### config.mk
export PLATFORM = sky130hd
export DESIGN_NAME = km_ctrl_flat
export DESIGN_NICKNAME = d
export VERILOG_FILES = /design/src/design/km_pkg.sv /design/src/design/km_chan_if.sv /design/src/design/km_ctrl.sv /design/src/flat_wrapper.sv
export SDC_FILE = /design/constraint.sdc
export NUM_CORES = 1
export LEC_CHECK = 0
export BUFFER_PORTS_ARGS = -buffer_cell sky130_fd_sc_hd__buf_2
export CORE_UTILIZATION = 60
export DETAILED_ROUTE_END_ITERATION = 10
export PLACE_DENSITY_LB_ADDON = 0.2
export RECOVER_POWER = 50
export SKIP_LAST_GASP = 1
export SLEW_MARGIN = 15
export SYNTH_ARGS = -nofsm -noshare
export SYNTH_HDL_FRONTEND = slang
export SYNTH_SLANG_ARGS = --single-unit
export TNS_END_PERCENT = 5
### constraint.sdc
create_clock -name i_clk -period 6.7 [get_ports i_clk]
set_input_delay 1.005 -clock i_clk [delete_from_list [all_inputs] [get_ports i_clk]]
set_output_delay 1.005 -clock i_clk [all_outputs]
set_load 0.02 [all_outputs]
### src/design/km_pkg.sv
// Shared types and constants for the k-means fitting block.
// Holds item field widths, command and register codes, and the
// command/status structs exchanged by the controller and datapath.
`timescale 1ns / 1ps
`default_nettype none

package km_pkg;

    // Fixed widths of the channel and configuration fields.
    localparam int CMD_W      = 3;
    localparam int ROW_W      = 10;
    localparam int FEAT_W     = 6;
    localparam int ELEM_W     = 16;
    localparam int CIDX_W     = 4;
    localparam int HVAL_W     = 16;
    localparam int CFG_IDX_W  = 3;
    localparam int CFG_DATA_W = 11;
    localparam int CLU_W      = 5;
    localparam int FCNT_W     = 7;
    localparam int SCNT_W     = 11;
    localparam int ITER_W     = 8;

    // Item commands.
    typedef enum logic [CMD_W-1:0] {
        CMD_LD_HEAD   = 3'd0,
        CMD_LD_SAMPLE = 3'd1,
        CMD_FIT       = 3'd2,
        CMD_LD_QUERY  = 3'd3,
        CMD_NEAREST   = 3'd4,
        CMD_RD_ASG    = 3'd5,
        CMD_RD_HEAD   = 3'd6
    } t_cmd;

    // Configuration register indexes.
    typedef enum logic [CFG_IDX_W-1:0] {
        REG_CLUSTERS = 3'd0,
        REG_FEATURES = 3'd1,
        REG_SAMPLES  = 3'd2,
        REG_ITERS    = 3'd3,
        REG_MODE     = 3'd4
    } t_reg;

    // Datapath operations issued by the controller.
    typedef enum logic [4:0] {
        OP_NONE,
        OP_CLEAR,
        OP_HEAD_LD,
        OP_SAMP_LD,
        OP_QUERY_LD,
        OP_ASG_RD,
        OP_HEAD_RD,
        OP_DIST_RD,
        OP_DIST_DF,
        OP_DIST_AC,
        OP_DIST_CMP,
        OP_ASG_WR,
        OP_SUM_CLR,
        OP_ACC_RD,
        OP_ACC_WR,
        OP_SUM_RD,
        OP_DIV_START,
        OP_HEAD_WR
    } t_dp_op;

    typedef struct packed {
        t_dp_op op;
        logic   first;
        logic   last;
        logic   use_query;
        logic   mode;
    } t_dp_cmd;

    typedef struct packed {
        logic div_done;
        logic cnt_zero;
    } t_dp_sts;

endpackage

`default_nettype wire

### src/design/km_chan_if.sv
// Channel interfaces for the k-means block: command items in, results out.
// Depends on km_pkg for field widths.
`timescale 1ns / 1ps
`default_nettype none

interface km_in_if;
    import km_pkg::*;
    logic                     valid;
    logic                     ready;
    logic [CMD_W-1:0]         command;
    logic [ROW_W-1:0]         row_index;
    logic [FEAT_W-1:0]        feature_index;
    logic signed [ELEM_W-1:0] element_value;

    modport source (output valid, command, row_index, feature_index, element_value,
                    input ready);
    modport sink   (input valid, command, row_index, feature_index, element_value,
                    output ready);
endinterface

interface km_out_if;
    import km_pkg::*;
    logic                     valid;
    logic                     ready;
    logic [CIDX_W-1:0]        cluster_index;
    logic signed [HVAL_W-1:0] head_value;
    logic                     status;

    modport source (output valid, cluster_index, head_value, status, input ready);
    modport sink   (input valid, cluster_index, head_value, status, output ready);
endinterface

`default_nettype wire

### src/design/km_ctrl.sv
// Controller of the k-means block: configuration registers, item handshake,
// output register and the sequencer that walks samples, heads and features.
// Depends on km_pkg and the channel interfaces.
`timescale 1ns / 1ps
`default_nettype none

module km_ctrl #(
    parameter int MC = 16,
    parameter int MF = 64,
    parameter int MS = 1024,
    parameter int VB = 16,
    localparam int CW    = $clog2(MC),
    localparam int FW    = (MF > 1) ? $clog2(MF) : 1,
    localparam int SW    = $clog2(MS),
    localparam int SUM_N = MC * MF,
    localparam int CLW   = $clog2((MS > SUM_N) ? MS : SUM_N)
) (
    input  wire logic                             i_clk,
    input  wire logic                             i_rst_n,
    input  wire logic                             i_cfg_we,
    input  wire logic [km_pkg::CFG_IDX_W-1:0]     i_cfg_index,
    input  wire logic [km_pkg::CFG_DATA_W-1:0]    i_cfg_data,
    km_in_if.sink                                 i_in,
    km_out_if.source                              o_out,
    output km_pkg::t_dp_cmd                       o_cmd,
    input  wire km_pkg::t_dp_sts                  i_sts,
    output logic [SW-1:0]                         o_i,
    output logic [CW-1:0]                         o_j,
    output logic [FW-1:0]                         o_f,
    output logic [CLW-1:0]                        o_clr,
    output logic signed [VB-1:0]                  o_val,
    input  wire logic [CW-1:0]                    i_best,
    input  wire logic [CW-1:0]                    i_asg,
    input  wire logic signed [VB-1:0]             i_head
);
    import km_pkg::*;

    localparam int NCW   = $clog2(MC + 1);
    localparam int NFW   = $clog2(MF + 1);
    localparam int NSW   = $clog2(MS + 1);
    localparam int CLR_N = (MS > MF) ? MS : MF;

    typedef enum logic [4:0] {
        S_CLEAR, S_IDLE, S_EXEC, S_RD, S_FIN, S_FIT,
        S_DRD, S_DDF, S_DAC, S_DCMP, S_AS_WR, S_SCLR,
        S_AC_ARD, S_AC_RD, S_AC_WR,
        S_UP_J, S_UP_RD, S_UP_DS, S_UP_DV, S_UP_WR, S_IT_END
    } t_state;

    t_state                   r_state;
    logic [CLU_W-1:0]         r_clusters;
    logic [FCNT_W-1:0]        r_features;
    logic [SCNT_W-1:0]        r_samples;
    logic [ITER_W-1:0]        r_iters;
    logic                     r_mode;
    t_cmd                     r_cmd;
    logic [ROW_W-1:0]         r_row;
    logic [FEAT_W-1:0]        r_fi;
    logic signed [ELEM_W-1:0] r_val;
    logic                     r_bad;
    logic [SW-1:0]            r_i;
    logic [CW-1:0]            r_j;
    logic [FW-1:0]            r_f;
    logic [CLW-1:0]           r_clr;
    logic [ITER_W-1:0]        r_it;
    logic                     r_ov;
    logic [CIDX_W-1:0]        r_ocidx;
    logic signed [HVAL_W-1:0] r_ohval;
    logic                     r_ostat;

    logic [NCW-1:0] w_nc;
    logic [NFW-1:0] w_nf;
    logic [NSW-1:0] w_ns;
    logic           w_i_last;
    logic           w_j_last;
    logic           w_f_last;
    logic           w_bad;

    // Counts saturated to their usable ranges, and walk end flags.
    always_comb begin
        w_nc = (r_clusters == '0) ? NCW'(1)
             : ((32'(r_clusters) > MC) ? NCW'(MC) : NCW'(r_clusters));
        w_nf = (r_features == '0) ? NFW'(1)
             : ((32'(r_features) > MF) ? NFW'(MF) : NFW'(r_features));
        w_ns = (r_samples == '0) ? NSW'(1)
             : ((32'(r_samples) > MS) ? NSW'(MS) : NSW'(r_samples));
        w_i_last = (r_i == SW'(w_ns - 1'b1));
        w_j_last = (r_j == CW'(w_nc - 1'b1));
        w_f_last = (r_f == FW'(w_nf - 1'b1));
    end

    // Index checks of the latched item.
    always_comb begin
        case (r_cmd) inside
            CMD_LD_HEAD, CMD_RD_HEAD:
                w_bad = !((32'(r_row) < 32'(w_nc)) && (32'(r_fi) < 32'(w_nf)));
            CMD_LD_SAMPLE:
                w_bad = !((32'(r_row) < 32'(w_ns)) && (32'(r_fi) < 32'(w_nf)));
            CMD_LD_QUERY:
                w_bad = !(32'(r_fi) < 32'(w_nf));
            CMD_RD_ASG:
                w_bad = !(32'(r_row) < 32'(w_ns));
            CMD_FIT, CMD_NEAREST:
                w_bad = 1'b0;
            default:
                w_bad = 1'b1;
        endcase
    end

    // Datapath operation for the current state.
    always_comb begin
        o_cmd           = '0;
        o_cmd.op        = OP_NONE;
        o_cmd.use_query = (r_cmd == CMD_NEAREST);
        o_cmd.mode      = r_mode;
        unique case (r_state)
            S_CLEAR: o_cmd.op = OP_CLEAR;
            S_EXEC: begin
                if (!w_bad) begin
                    case (r_cmd)
                        CMD_LD_HEAD:   o_cmd.op = OP_HEAD_LD;
                        CMD_LD_SAMPLE: o_cmd.op = OP_SAMP_LD;
                        CMD_LD_QUERY:  o_cmd.op = OP_QUERY_LD;
                        CMD_RD_ASG:    o_cmd.op = OP_ASG_RD;
                        CMD_RD_HEAD:   o_cmd.op = OP_HEAD_RD;
                        default:       o_cmd.op = OP_NONE;
                    endcase
                end
            end
            S_DRD:  o_cmd.op = OP_DIST_RD;
            S_DDF:  o_cmd.op = OP_DIST_DF;
            S_DAC: begin
                o_cmd.op    = OP_DIST_AC;
                o_cmd.first = (r_f == '0);
            end
            S_DCMP: begin
                o_cmd.op    = OP_DIST_CMP;
                o_cmd.first = (r_j == '0);
            end
            S_AS_WR: o_cmd.op = OP_ASG_WR;
            S_SCLR: begin
                o_cmd.op    = OP_SUM_CLR;
                o_cmd.first = (r_clr == '0);
            end
            S_AC_ARD: o_cmd.op = OP_ASG_RD;
            S_AC_RD:  o_cmd.op = OP_ACC_RD;
            S_AC_WR: begin
                o_cmd.op   = OP_ACC_WR;
                o_cmd.last = w_f_last;
            end
            S_UP_RD: o_cmd.op = OP_SUM_RD;
            S_UP_DS: o_cmd.op = OP_DIV_START;
            S_UP_WR: o_cmd.op = OP_HEAD_WR;
            default: o_cmd.op = OP_NONE;
        endcase
    end

    // State, counters, configuration and the output register.
    always_ff @(posedge i_clk) begin
        if (!i_rst_n) begin
            r_state    <= S_CLEAR;
            r_clr      <= '0;
            r_ov       <= 1'b0;
            r_clusters <= CLU_W'(16);
            r_features <= FCNT_W'(64);
            r_samples  <= SCNT_W'(1024);
            r_iters    <= ITER_W'(10);
            r_mode     <= 1'b0;
        end else begin
            if (i_cfg_we) begin
                unique case (t_reg'(i_cfg_index))
                    REG_CLUSTERS: r_clusters <= i_cfg_data[CLU_W-1:0];
                    REG_FEATURES: r_features <= i_cfg_data[FCNT_W-1:0];
                    REG_SAMPLES:  r_samples  <= i_cfg_data[SCNT_W-1:0];
                    REG_ITERS:    r_iters    <= i_cfg_data[ITER_W-1:0];
                    REG_MODE:     r_mode     <= i_cfg_data[0];
                    default: ;
                endcase
            end
            // The finishing state refills the output register itself.
            if (r_ov && o_out.ready && r_state != S_FIN) begin
                r_ov <= 1'b0;
            end
            unique case (r_state)
                S_CLEAR: begin
                    if (r_clr == CLW'(CLR_N - 1)) begin
                        r_state <= S_IDLE;
                    end else begin
                        r_clr <= r_clr + 1'b1;
                    end
                end
                S_IDLE: begin
                    if (i_in.valid) begin
                        r_cmd   <= t_cmd'(i_in.command);
                        r_row   <= i_in.row_index;
                        r_fi    <= i_in.feature_index;
                        r_val   <= i_in.element_value;
                        r_i     <= SW'(i_in.row_index);
                        r_j     <= CW'(i_in.row_index);
                        r_f     <= FW'(i_in.feature_index);
                        r_state <= S_EXEC;
                    end
                end
                S_EXEC: begin
                    r_bad <= w_bad;
                    case (r_cmd)
                        CMD_FIT: r_state <= S_FIT;
                        CMD_NEAREST: begin
                            r_j     <= '0;
                            r_f     <= '0;
                            r_state <= S_DRD;
                        end
                        CMD_RD_ASG, CMD_RD_HEAD: r_state <= w_bad ? S_FIN : S_RD;
                        default: r_state <= S_FIN;
                    endcase
                end
                S_RD: r_state <= S_FIN;
                S_FIT: begin
                    r_it <= '0;
                    r_i  <= '0;
                    r_j  <= '0;
                    r_f  <= '0;
                    r_state <= (r_iters == '0) ? S_FIN : S_DRD;
                end
                S_DRD: r_state <= S_DDF;
                S_DDF: r_state <= S_DAC;
                S_DAC: begin
                    if (w_f_last) begin
                        r_state <= S_DCMP;
                    end else begin
                        r_f     <= r_f + 1'b1;
                        r_state <= S_DRD;
                    end
                end
                S_DCMP: begin
                    r_f <= '0;
                    if (w_j_last) begin
                        r_state <= (r_cmd == CMD_NEAREST) ? S_FIN : S_AS_WR;
                    end else begin
                        r_j     <= r_j + 1'b1;
                        r_state <= S_DRD;
                    end
                end
                S_AS_WR: begin
                    r_j <= '0;
                    if (w_i_last) begin
                        r_clr   <= '0;
                        r_state <= S_SCLR;
                    end else begin
                        r_i     <= r_i + 1'b1;
                        r_state <= S_DRD;
                    end
                end
                S_SCLR: begin
                    if (r_clr == CLW'(SUM_N - 1)) begin
                        r_i     <= '0;
                        r_state <= S_AC_ARD;
                    end else begin
                        r_clr <= r_clr + 1'b1;
                    end
                end
                S_AC_ARD: begin
                    r_f     <= '0;
                    r_state <= S_AC_RD;
                end
                S_AC_RD: r_state <= S_AC_WR;
                S_AC_WR: begin
                    if (w_f_last) begin
                        if (w_i_last) begin
                            r_j     <= '0;
                            r_state <= S_UP_J;
                        end else begin
                            r_i     <= r_i + 1'b1;
                            r_state <= S_AC_ARD;
                        end
                    end else begin
                        r_f     <= r_f + 1'b1;
                        r_state <= S_AC_RD;
                    end
                end
                S_UP_J: begin
                    r_f <= '0;
                    if (!i_sts.cnt_zero) begin
                        r_state <= S_UP_RD;
                    end else if (w_j_last) begin
                        r_state <= S_IT_END;
                    end else begin
                        r_j <= r_j + 1'b1;
                    end
                end
                S_UP_RD: r_state <= S_UP_DS;
                S_UP_DS: r_state <= S_UP_DV;
                S_UP_DV: begin
                    if (i_sts.div_done) begin
                        r_state <= S_UP_WR;
                    end
                end
                S_UP_WR: begin
                    if (w_f_last) begin
                        if (w_j_last) begin
                            r_state <= S_IT_END;
                        end else begin
                            r_j     <= r_j + 1'b1;
                            r_state <= S_UP_J;
                        end
                    end else begin
                        r_f     <= r_f + 1'b1;
                        r_state <= S_UP_RD;
                    end
                end
                S_IT_END: begin
                    r_i <= '0;
                    r_j <= '0;
                    r_f <= '0;
                    if (r_it == r_iters - 1'b1) begin
                        r_state <= S_FIN;
                    end else begin
                        r_it    <= r_it + 1'b1;
                        r_state <= S_DRD;
                    end
                end
                S_FIN: begin
                    if (!r_ov || o_out.ready) begin
                        r_ov    <= 1'b1;
                        r_ostat <= r_bad;
                        r_ocidx <= (r_cmd == CMD_NEAREST) ? CIDX_W'(i_best)
                                 : ((r_cmd == CMD_RD_ASG && !r_bad) ? CIDX_W'(i_asg) : '0);
                        r_ohval <= (r_cmd == CMD_RD_HEAD && !r_bad) ? HVAL_W'(i_head) : '0;
                        r_state <= S_IDLE;
                    end
                end
                default: r_state <= S_IDLE;
            endcase
        end
    end

    assign i_in.ready          = (r_state == S_IDLE);
    assign o_out.valid         = r_ov;
    assign o_out.cluster_index = r_ocidx;
    assign o_out.head_value    = r_ohval;
    assign o_out.status        = r_ostat;
    assign o_i                 = r_i;
    assign o_j                 = r_j;
    assign o_f                 = r_f;
    assign o_clr               = r_clr;
    assign o_val               = VB'(r_val);

endmodule

`default_nettype wire

### src/flat_wrapper.sv
// flat-port wrapper written by rule: the top's interface ports become plain ports
module km_ctrl_flat import km_pkg::*;
#(
    parameter int MC = 16,
    parameter int MF = 64,
    parameter int MS = 1024,
    parameter int VB = 16,
    localparam int CW    = $clog2(MC),
    localparam int FW    = (MF > 1) ? $clog2(MF) : 1,
    localparam int SW    = $clog2(MS),
    localparam int SUM_N = MC * MF,
    localparam int CLW   = $clog2((MS > SUM_N) ? MS : SUM_N)
)
  (i_clk, i_rst_n, i_cfg_we, i_cfg_index, i_cfg_data, o_cmd, i_sts, o_i, o_j, o_f, o_clr, o_val, i_best, i_asg, i_head, i_in_valid, i_in_command, i_in_row_index, i_in_feature_index, i_in_element_value, i_in_ready, o_out_valid, o_out_cluster_index, o_out_head_value, o_out_status, o_out_ready);
  km_in_if i_in_i ();
  km_out_if o_out_i ();
  input  wire logic i_clk;
  input  wire logic i_rst_n;
  input  wire logic i_cfg_we;
  input  wire logic [km_pkg::CFG_IDX_W-1:0] i_cfg_index;
  input  wire logic [km_pkg::CFG_DATA_W-1:0] i_cfg_data;
  output km_pkg::t_dp_cmd o_cmd;
  input  wire km_pkg::t_dp_sts i_sts;
  output logic [SW-1:0] o_i;
  output logic [CW-1:0] o_j;
  output logic [FW-1:0] o_f;
  output logic [CLW-1:0] o_clr;
  output logic signed [VB-1:0] o_val;
  input  wire logic [CW-1:0] i_best;
  input  wire logic [CW-1:0] i_asg;
  input  wire logic signed [VB-1:0] i_head;
  input wire logic [$bits(i_in_i.valid)-1:0] i_in_valid;
  input wire logic [$bits(i_in_i.command)-1:0] i_in_command;
  input wire logic [$bits(i_in_i.row_index)-1:0] i_in_row_index;
  input wire logic [$bits(i_in_i.feature_index)-1:0] i_in_feature_index;
  input wire logic [$bits(i_in_i.element_value)-1:0] i_in_element_value;
  output wire logic [$bits(i_in_i.ready)-1:0] i_in_ready;
  output wire logic [$bits(o_out_i.valid)-1:0] o_out_valid;
  output wire logic [$bits(o_out_i.cluster_index)-1:0] o_out_cluster_index;
  output wire logic [$bits(o_out_i.head_value)-1:0] o_out_head_value;
  output wire logic [$bits(o_out_i.status)-1:0] o_out_status;
  input wire logic [$bits(o_out_i.ready)-1:0] o_out_ready;
  assign i_in_i.valid = i_in_valid;
  assign i_in_i.command = i_in_command;
  assign i_in_i.row_index = i_in_row_index;
  assign i_in_i.feature_index = i_in_feature_index;
  assign i_in_i.element_value = i_in_element_value;
  assign i_in_ready = i_in_i.ready;
  assign o_out_valid = o_out_i.valid;
  assign o_out_cluster_index = o_out_i.cluster_index;
  assign o_out_head_value = o_out_i.head_value;
  assign o_out_status = o_out_i.status;
  assign o_out_i.ready = o_out_ready;
  km_ctrl #(.MC(MC), .MF(MF), .MS(MS), .VB(VB)) u_core (.i_clk(i_clk), .i_rst_n(i_rst_n), .i_cfg_we(i_cfg_we), .i_cfg_index(i_cfg_index), .i_cfg_data(i_cfg_data), .i_in(i_in_i), .o_out(o_out_i), .o_cmd(o_cmd), .i_sts(i_sts), .o_i(o_i), .o_j(o_j), .o_f(o_f), .o_clr(o_clr), .o_val(o_val), .i_best(i_best), .i_asg(i_asg), .i_head(i_head));
endmodule
==> impl_metrics.json, run 1 <==
{
  "outcome": "finished with violations",
  "violations": "max-capacitance violations, max-slew violations",
  "rsz0062_at_grt": "no",
  "crit_slowest_cell": "dfxtp_1",
  "final_layout_size_suffix_gt1_frac": 0.135,
  "post-route-drc-count": 0,
  "post_cts_buffers": 0,
  "synthFlopType": "edfxtp_1",
  "netlist_instances": 845,
  "vias": 7120,
  "rr_startpoint": "u_core.r_samples[10]",
  "period_share": 0.693,
  "final_nets": 1093,
  "die_w_um": 117,
  "min_period_ns": 4.64,
  "ff2ff_path_depth": 11,
  "drt_first_pass_iters": 6,
  "grt.total_usage": 0.324,
  "synth_edf_count": 85,
  "cts_buffer_depth": 2,
  "cts_resized": 0,
  "ys_seq_elements": 133,
  "dp_cells": 1136,
  "holdCritPathClass": "register to register",
  "num_rows": 41,
  "max_slew.worst_pin.slew_ns": 1.68,
  "yosys_warnings": 0,
  "synth-async-reset-ratio": 0,
  "crit_path_start_kind": "register",
  "finClkSkew_ns": 0.00649,
  "peakVddDrop_uv": 164,
  "core-area_mm2": 0.0128,
  "p_leak_nw": 3.42,
  "crit_buf_inv": 1,
  "r2r_slack_ns": 2.81,
  "routed_via_density": 6.10,
  "avgRoutedWirePerCell_um": 18.3,
  "max-cap-violations": 1,
  "cts_made_buffers": 17,
  "area_growth_pct": 16.7,
  "clock-sinks": 133,
  "hold-worst-slack_ns": 0.487,
  "cp-end-kind": "primary output",
  "nFillCells": 998,
  "synth.distinct_cells": 78,
  "io_buffers": 157,
  "finalPower_mw": 2.03,
  "clock_tree.root_cell": "clkbuf_16",
  "crit_arrival_ns": 3.64,
  "seq_area_frac_synth": 0.442,
  "antenna_cells": 0,
  "grt_overflow": 0,
  "max_freq_mhz": 215,
  "min-delay-start": "u_core.r_bad",
  "power.density_mw_per_mm2": 219,
  "io_pins": 158,
  "crit_family": "simple AND/OR/NAND/NOR gates",
  "grt_pass1_vias": 6603,
  "cts_tree": "done",
  "finalHoldViolCount": 0,
  "hold_path_end": "u_core.o_out.status",
  "worstPathMaxFanout": 24,
  "dp_hpwl_um": 14900,
  "synth_nets": 955,
  "htree_levels": 4,
  "die_area_mm2": 0.0137,
  "finalSetupViolations": 0,
  "die_y_um": 117,
  "cp_common_cell": "nand4_1",
  "crit_type": "register to primary output",
  "grt_pass1_wl_um": 33300,
  "crit_chain": "or2b_1 -> ha_1 -> a2111oi_0 -> nand4_1 -> a32oi_1 -> nand4b_1 -> nand4_1 -> and2_1 -> nand2_1 -> o211ai_1 -> buf_2",
  "wl_um": 21300,
  "synth_area_mm2": 0.00795,
  "path_clk_slew_ns": 0.06,
  "ant_nets": 0,
  "min_path_cells": 0,
  "clk_latency_ns": 0.42,
  "drv_slew": 46,
  "grt_max_degree": 46,
  "worstPathRequired_ns": 5.69,
  "slowest_delay_ns": 0.80,
  "drt_iter0_markers": 685,
  "antenna_found_initial": 0,
  "tns_ns": 0,
  "postCtsHoldBufs": 0,
  "place_congestion": 0.952,
  "syn_area_per_cell_um2": 9.41,
  "initial_core_util": 0.622,
  "final_util": 0.726,
  "stdcell_count": 1167,
  "slew-limit-headroom": -0.122,
  "r2r-end": "u_core.o_i[9]"
}
[how the worst max path moves through the flow]
stage / start / endpoint / slack, ns / depth (start not counted)
after global routing: u_core.r_samples[10] / o_cmd[5] / 1.85 / 11
after detailed placement: u_core.r_samples[10] / o_cmd[5] / 2.55 / 11
after CTS: u_core.r_samples[10] / o_cmd[5] / 2.10 / 11
final: u_core.r_samples[10] / o_cmd[5] / 2.06 / 11
after floorplan: u_core.r_samples[3] / u_core.o_i[0] / 2.51 / 12
after global placement: u_core.r_samples[10] / o_cmd[5] / 2.66 / 11
[per-layer routing]
| layer | global-route usage | part of all wire |
|---|---|---|
| met3 | 0.0736 | 0.093 |
| met4 | 0.141 | 0.029 |
| met5 | 0 | 0 |
| met1 | 0.417 | 0.40 |
| met2 | 0.527 | 0.48 |
[worst reg2reg max path, cell delays in order, from the launching register on]
cell       delay (ns)
dfxtp_1          0.80
inv_1            0.27
nand2_1          0.18
ha_1             0.33
or3b_2           0.49
or3_1            0.34
a31o_1           0.23
nand4_2          0.10
nor4_4           0.08
a22o_1           0.23
a2111oi_2        0.28
buf_4            0.27
[synthesized netlist by cell type, types with 4 or more instances]
master,n,area share
inv_1,25,0.012
and3_1,12,0.0094
nand3_1,28,0.018
mux2i_1,15,0.019
a22o_1,4,0.0044
xnor2_1,34,0.037
and2_1,21,0.017
nand4b_1,5,0.0055
and3b_1,4,0.0044
or3_1,6,0.0047
dfxtp_1,48,0.12
a211oi_1,5,0.0047
nand4_1,9,0.0071
ha_1,30,0.047
o31ai_1,4,0.0038
a21boi_0,17,0.016
a22oi_1,10,0.0094
a2111oi_0,5,0.0055
nor3_1,23,0.014
xor2_1,27,0.030
nor4_1,10,0.0079
o211ai_1,11,0.010
nor3b_1,5,0.0047
nor2b_1,19,0.015
clkbuf_1,29,0.014
a31oi_1,4,0.0031
nand2_1,105,0.050
or2_2,4,0.0031
nand2b_1,19,0.015
edfxtp_1,85,0.32
a21oi_1,33,0.021
buf_2,6,0.0038
o21ai_0,43,0.027
nor2_1,69,0.033
[cell type report]
type / instances / area [um^2] / area share
multi-input combinational: 645 / 4150 / 0.448
sequential: 133 / 3510 / 0.379
inverter: 25 / 93.8 / 0.0101
tap: 172 / 215 / 0.0232
clock buffer: 18 / 429 / 0.0463
timing repair buffer: 161 / 716 / 0.0771
clock inverter: 13 / 158 / 0.0170
[cells by family after synthesis]
kind of cell    Yosys count  share of synthesized area
simple gates            360                      0.235
flops                   133                      0.442
buf+inv                  67                     0.0365
mux                      16                     0.0203
fa+ha+maj                30                     0.0472
compound gates          178                      0.151
xor+xnor                 61                     0.0672
[placed cells by master (no fill, tap or decap), types with 15 or more instances in the layout]
| master | n |
|---|---|
| nand2_1 | 105 |
| edfxtp_1 | 85 |
| buf_2 | 80 |
| clkbuf_1 | 79 |
| nor2_1 | 69 |
| dfxtp_1 | 48 |
| o21ai_0 | 43 |
| xnor2_1 | 34 |
| a21oi_1 | 33 |
| ha_1 | 30 |
| nand3_1 | 28 |
| xor2_1 | 27 |
| inv_1 | 25 |
| nor3_1 | 23 |
| nand2b_1 | 19 |
| nor2b_1 | 19 |
| clkbuf_16 | 17 |
| a21boi_0 | 16 |
| mux2i_1 | 15 |
[through the flow]
| step | cell area (um^2) | worst slack (ns) |
|---|---|---|
| 2_1_floorplan | 7950 | 2.51 |
| 3_3_place_gp | 8790 | 2.66 |
| 3_5_place_dp | 8790 | 2.55 |
| 4_1_cts | 9380 | 2.10 |
| 5_1_grt | 9280 | 1.85 |
| 6_report | 9280 | 2.06 |
[report_power, final]
part | internal [mW] | switching (mW) | leakage (nW)
Combinational | 0.0758 | 0.109 | 1.96
Clock | 0.580 | 0.348 | 0.281
Sequential | 0.890 | 0.0260 | 1.18
[registers in the layout, summed over array words and instances (netlist names)]
name and cells:
u_core.r_bad 1, u_core.o_out.status 1, u_core.r_mode 1, u_core.r_iters 8, u_core.r_clusters 5, u_core.o_out.valid 1
u_core.o_j 4, u_core.o_f 6, u_core.r_features 7, u_core.r_state 5, u_core.o_val 16, u_core.r_cmd 3
u_core.r_it 8, u_core.r_samples 11, u_core.r_row 10, u_core.o_i 10, u_core.r_fi 6, u_core.o_out.head_value 16
u_core.o_clr 10, u_core.o_out.cluster_index 4
No activity file was read; power rests on OpenSTA's default activity.
==> run 2, diff against run 1 <==
--- a/config.mk
+++ b/config.mk
@@ -6,7 +6,7 @@
 export NUM_CORES = 1
 export LEC_CHECK = 0
 export BUFFER_PORTS_ARGS = -buffer_cell sky130_fd_sc_hd__buf_2
-export CORE_UTILIZATION = 60
+export CORE_UTILIZATION = 56
 export DETAILED_ROUTE_END_ITERATION = 10
 export PLACE_DENSITY_LB_ADDON = 0.2
 export RECOVER_POWER = 50
==> constraint.sdc (replaced) <==
create_clock -name i_clk -period 4.3 [get_ports i_clk]
set_input_delay 0.645 -clock i_clk [delete_from_list [all_inputs] [get_ports i_clk]]
set_output_delay 0.645 -clock i_clk [all_outputs]
set_load 0.02 [all_outputs]
==> run 2 against run 1 <==
Effect of this change:
- the flow now finishes without violations
- critical path type unchanged
- first-iteration DRC count is 22% lower
- hold slack worse by 0.089 ns
- clock power up 62%
- die area grew 7.0%
==> impl_metrics.json, run 2 (synthesis gave the netlist of run 1 again) <==
{
  "vias": 7036,
  "wl_um": 21200,
  "crit_type": "register to primary output",
  "crit_path_start_kind": "register",
  "drt_iter0_markers": 537,
  "grt_busiest_layer": "met2",
  "placed_cell_area_mm2": 0.00884,
  "routed_via_density": 5.96,
  "use_met3": 0.0606,
  "finalPower_mw": 3.21,
  "clock-sinks": 133,
  "slew-limit-headroom": 0.294,
  "path_clk_slew_ns": 0.06,
  "die_y_um": 121,
  "htree_levels": 4,
  "p_sw_frac": 0.245,
  "layout_common_cells": "nand2_1, clkbuf_1, edfxtp_1",
  "avgRoutedWirePerCell_um": 18.0,
  "initial_core_util": 0.573,
  "rsz0062_at_grt": "no",
  "io_pins": 158,
  "cp-end-kind": "primary output",
  "worstPathMaxFanout": 9,
  "area_growth_pct": 17.5,
  "finalSetupViolations": 0,
  "power_frac_seq": 0.446,
  "outcome": "completed",
  "cts_made_buffers": 17,
  "antenna_found_initial": 0,
  "num_rows": 43,
  "layout_setup_ws_ns": 0.261,
  "design_area_mm2": 0.00934,
  "p_leak_nw": 3.44,
  "power.density_mw_per_mm2": 344,
  "antenna_cells": 0,
  "final_util": 0.673,
  "pwr-share-clk": 0.466,
  "p_sw_mw": 0.786,
  "max_slew.worst_pin.slew_ns": 1.06,
  "clock_tree.root_cell": "clkbuf_16",
  "grt_pass1_vias": 6467,
  "final_nets": 1098,
  "nFillCells": 1176,
  "dp_hpwl_um": 15400,
  "p_comb_frac": 0.088,
  "final_common_cell": "nand2_1",
  "met2_usage": 0.480,
  "cts_buffer_depth": 2,
  "tns_ns": 0,
  "clk_latency_ns": 0.42,
  "cell_internal_pwr_mw": 2.42,
  "grt.total_usage": 0.297,
  "max_freq_mhz": 248,
  "min_path_cells": 1,
  "dp_slack_ns": 0.661,
  "post-route-drc-count": 0,
  "finalHoldViolCount": 0,
  "ff2ff_path_depth": 13,
  "worstPathRequired_ns": 3.65,
  "post_cts_buffers": 0,
  "cts_tree": "done",
  "die_w_um": 121,
  "place_congestion": 0.946,
  "core-area_mm2": 0.0139,
  "drt_first_pass_iters": 5,
  "postCtsHoldBufs": 0,
  "grt_util_met1": 0.393,
  "period_share": 0.939,
  "crit_arrival_ns": 3.39,
  "grt_max_degree": 36,
  "peakVddDrop_uv": 255,
  "min_period_ns": 4.04,
  "die_area_mm2": 0.0147,
  "ant_nets": 0,
  "drv_slew": 0,
  "finClkSkew_ns": 0.00930,
  "cts_resized": 0,
  "io_buffers": 157,
  "max-cap-violations": 0,
  "grt_pass1_wl_um": 33400,
  "grt_overflow": 0,
  "final_layout_size_suffix_gt1_frac": 0.135,
  "holdCritPathClass": "input port to register"
}
-- run 2: cell types whose count changed in the layout (fill, tap and decap cells not counted), sizes merged --
cell | previous run | this run
buf | 83 | 82
clkinv | 7 | 6
clkbuf | 96 | 102
inv | 26 | 28
-- run 2: worst max-delay path: stages (launching register included) --
cell and delay [ns]:
dfxtp_1 0.38, or4_1 0.61, o21ai_0 0.18, nand2b_1 0.08
ha_1 0.25, nor3b_1 0.15, o211ai_1 0.24, xnor2_1 0.17
o2111ai_2 0.31, nor3_1 0.37, buf_2 0.24
-- run 2: per-stage QoR --
step / hold slack [ns] / instances
finish: 0.398 / 1181
global route: 0.381 / 1181
CTS: 0.387 / 1181
detailed placement: 0.514 / 1149
global placement: 0.499 / 1149
floorplan: 0.452 / 845
-- run 2: power by group through the flow --
stage               sequential (mW)  clock [mW]  combinational (mW)
floorplan                      1.46           0               0.173
global placement               1.45           0               0.280
detailed placement             1.46           0               0.283
CTS                            1.43        1.51               0.286
global route                   1.43        1.56               0.309
finish                         1.43        1.50               0.282
-- run 2: per-layer routing --
| layer | vias up | part of all wire |
|---|---|---|
| met5 | - | 0 |
| met4 | 0 | 0.024 |
| met3 | 42 | 0.076 |
| met2 | 340 | 0.48 |
| met1 | 3293 | 0.42 |
| li1 | 3361 | - |
-- run 2: cell type report --
class | instances | area (um^2) | share of cell area
sequential | 133 | 3510 | 0.376
clock buffer | 18 | 429 | 0.0460
clock inverter | 14 | 178 | 0.0190
multi-input combinational | 645 | 4150 | 0.445
timing repair buffer | 166 | 746 | 0.0799
tap | 180 | 225 | 0.0241
inverter | 25 | 93.8 | 0.0100
-- run 2: path summary, 6_finish.rpt --
kind / to / slack, ns / start
worst max-delay path: o_cmd[2] / 0.26 / u_core.r_features[2]
worst min-delay path: u_core.o_val[2] / 0.40 / i_in_element_value[2]
worst min register to register: u_core.r_samples[1] / 0.52 / u_core.r_samples[1]
worst max register to register: u_core.o_i[6] / 0.49 / u_core.r_samples[6]
==> run 3, diff against run 2 <==
--- a/config.mk
+++ b/config.mk
@@ -10,6 +10,7 @@
 export DETAILED_ROUTE_END_ITERATION = 10
 export PLACE_DENSITY_LB_ADDON = 0.2
 export RECOVER_POWER = 50
+export REMOVE_ABC_BUFFERS = 1
 export SKIP_LAST_GASP = 1
 export SLEW_MARGIN = 15
 export SYNTH_ARGS = -nofsm -noshare
==> run 3 against run 2 <==
Effect of this change:
- the run now ends with max-capacitance violations, max-slew violations left
- final area grew 0.25%
- routed wire length shrank 3.4%
- clock skew shrank 0.0013 ns
- maximum frequency shrank 0.62%
- critical endpoint unchanged
- final cell count grew 0.25%
- setup slack lost 0.025 ns
==> impl_metrics.json, run 3 (synthesis gave the netlist of run 1 again) <==
{
  "grt_overflow": 0,
  "finClkSkew_ns": 0.00801,
  "max_slew.worst_pin.slew_ns": 1.92,
  "multi_input_area_mm2": 0.00416,
  "peakVddDrop_uv": 307,
  "post-route-drc-count": 0,
  "cts_buffer_depth": 2,
  "dp_hpwl_um": 15000,
  "clock-sinks": 133,
  "p_sw_mw": 0.772,
  "htree_levels": 4,
  "cp-end-kind": "primary output",
  "hold-worst-slack_ns": 0.391,
  "period_share": 0.945,
  "antenna_cells": 0,
  "rr_startpoint": "u_core.r_samples[6]",
  "drt_first_pass_iters": 5,
  "layout_setup_ws_ns": 0.236,
  "crit_type": "register to primary output",
  "post_cts_buffers": 0,
  "finalSetupViolations": 0,
  "rsz0062_at_grt": "no",
  "max-cap-violations": 1,
  "cell_internal_pwr_mw": 2.41,
  "finalPower_mw": 3.19,
  "grt_max_degree": 45,
  "avgRoutedWirePerCell_um": 17.3,
  "pwr-share-clk": 0.460,
  "r2r-end": "u_core.o_i[3]",
  "drt_iter0_markers": 734,
  "finalHoldViolCount": 0,
  "crit_slowest_cell": "or4_1",
  "nFillCells": 1193,
  "worstPathMaxFanout": 9,
  "grt_busiest_layer": "met2",
  "startpoint": "u_core.r_features[2]",
  "io_buffers": 157,
  "drv_slew": 45,
  "crit_path_start_kind": "register",
  "place_congestion": 0.967,
  "max_freq_mhz": 246,
  "final_common_cell": "nand2_1",
  "register_area_mm2": 0.00351,
  "routed_via_density": 5.96,
  "clk_latency_ns": 0.43,
  "ff2ff_path_depth": 13,
  "crit_chain": "or4_1 -> o21ai_0 -> nand2b_1 -> ha_1 -> nor3b_1 -> o211ai_1 -> xnor2_1 -> o2111ai_2 -> nor3_1 -> buf_2",
  "antenna_found_initial": 0,
  "grt_pass1_vias": 6482,
  "r2r_slack_ns": 0.51,
  "clock_tree.root_cell": "clkbuf_16",
  "holdCritPathClass": "input port to register",
  "violations": "max-capacitance violations, max-slew violations",
  "die_area_mm2": 0.0147,
  "layout_common_cells": "nand2_1, edfxtp_1, clkbuf_1",
  "power.density_mw_per_mm2": 340,
  "tns_ns": 0,
  "num_rows": 43,
  "ant_nets": 0,
  "grt_util_met1": 0.384,
  "dp_slack_ns": 0.635,
  "grt_pass1_wl_um": 32300,
  "path_clk_slew_ns": 0.06,
  "initial_core_util": 0.573,
  "crit_end": "o_cmd[2]",
  "die_w_um": 121,
  "final_layout_size_suffix_gt1_frac": 0.139,
  "min_path_cells": 1,
  "grt.total_usage": 0.287,
  "core-area_mm2": 0.0139,
  "power_frac_seq": 0.449,
  "p_sw_frac": 0.242,
  "vias": 7059,
  "slew-limit-headroom": -0.281,
  "worstPathRequired_ns": 3.65,
  "cts_made_buffers": 17,
  "area_growth_pct": 17.8,
  "outcome": "finished with violations",
  "met2_usage": 0.441,
  "min_period_ns": 4.06,
  "die_y_um": 121,
  "crit_arrival_ns": 3.42,
  "io_pins": 158,
  "p_leak_nw": 3.47,
  "slowest_delay_ns": 0.59,
  "use_met3": 0.0602,
  "cts_tree": "done",
  "p_comb_frac": 0.091,
  "wl_um": 20500,
  "final_nets": 1101
}
==> run 3: cell types whose count changed in the layout (fill, tap and decap cells not counted), moves of 2 or more <==
cell,change
clkbuf_1,-4
clkinv_1,+2
and2_1,+5
buf_2,+5
clkinv_4,-2
and2_0,-5
clkinv_2,+2
==> run 3: timing repair <==
action / 4_1_cts / 5_1_grt
setup endpoints to repair: 0 / 2
hold buffers: 0 / 0
gates resized for setup: 0 / 1
==> run 3: through the flow <==
step	util	cells	instance area, um^2
4_1_cts	0.682	1184	9460
6_report	0.674	1184	9360
2_1_floorplan	-	803	7750
5_1_grt	0.674	1184	9360
3_3_place_gp	0.639	1152	8870
3_5_place_dp	0.639	1152	8870
==> run 3: layout make-up <==
type                       instances  share of cell area
multi-input combinational        645               0.444
tap                              180              0.0241
clock buffer                      18              0.0458
clock inverter                    14              0.0170
sequential                       133               0.375
inverter                          25              0.0100
timing repair buffer             169              0.0837
==> run 3: power groups by stage <==
stage	Combinational, mW	Clock, mW	Sequential (mW)
floorplan	0.152	0	1.47
global placement	0.288	0	1.45
detailed placement	0.291	0	1.46
CTS	0.293	1.48	1.43
global route	0.319	1.53	1.43
finish	0.290	1.47	1.43
==> run 3: critical path: cells and delay by family (launching register included) <==
| family | cells | cell delay [ns] |
|---|---|---|
| DFF | 1 | 0.37 |
| buffers and inverters | 1 | 0.24 |
| and+or+nand+nor | 4 | 1.24 |
| AOI/OAI and AO/OA | 3 | 0.73 |
| xor gates and xnor gates | 1 | 0.16 |
| adders and majority gates | 1 | 0.25 |
==> run 3: worst min-delay path by stage <==
stage                                      from                  end  slack (ns)
after floorplan                    u_core.r_bad  u_core.o_out.status        0.45
after global placement             u_core.r_bad  u_core.o_out.status        0.50
after detailed placement      u_core.r_iters[7]    u_core.r_iters[7]        0.52
after CTS                 i_in_element_value[8]      u_core.o_val[8]        0.38
after global routing      i_in_element_value[7]      u_core.o_val[7]        0.38
final                     i_in_element_value[8]      u_core.o_val[8]        0.39
==> run 3: layer usage <==
layer / up-vias / routed length (um)
met5: - / 0
met4: 0 / 629
met3: 53 / 1890
met2: 383 / 9120
met1: 3259 / 8860
li1: 3364 / -
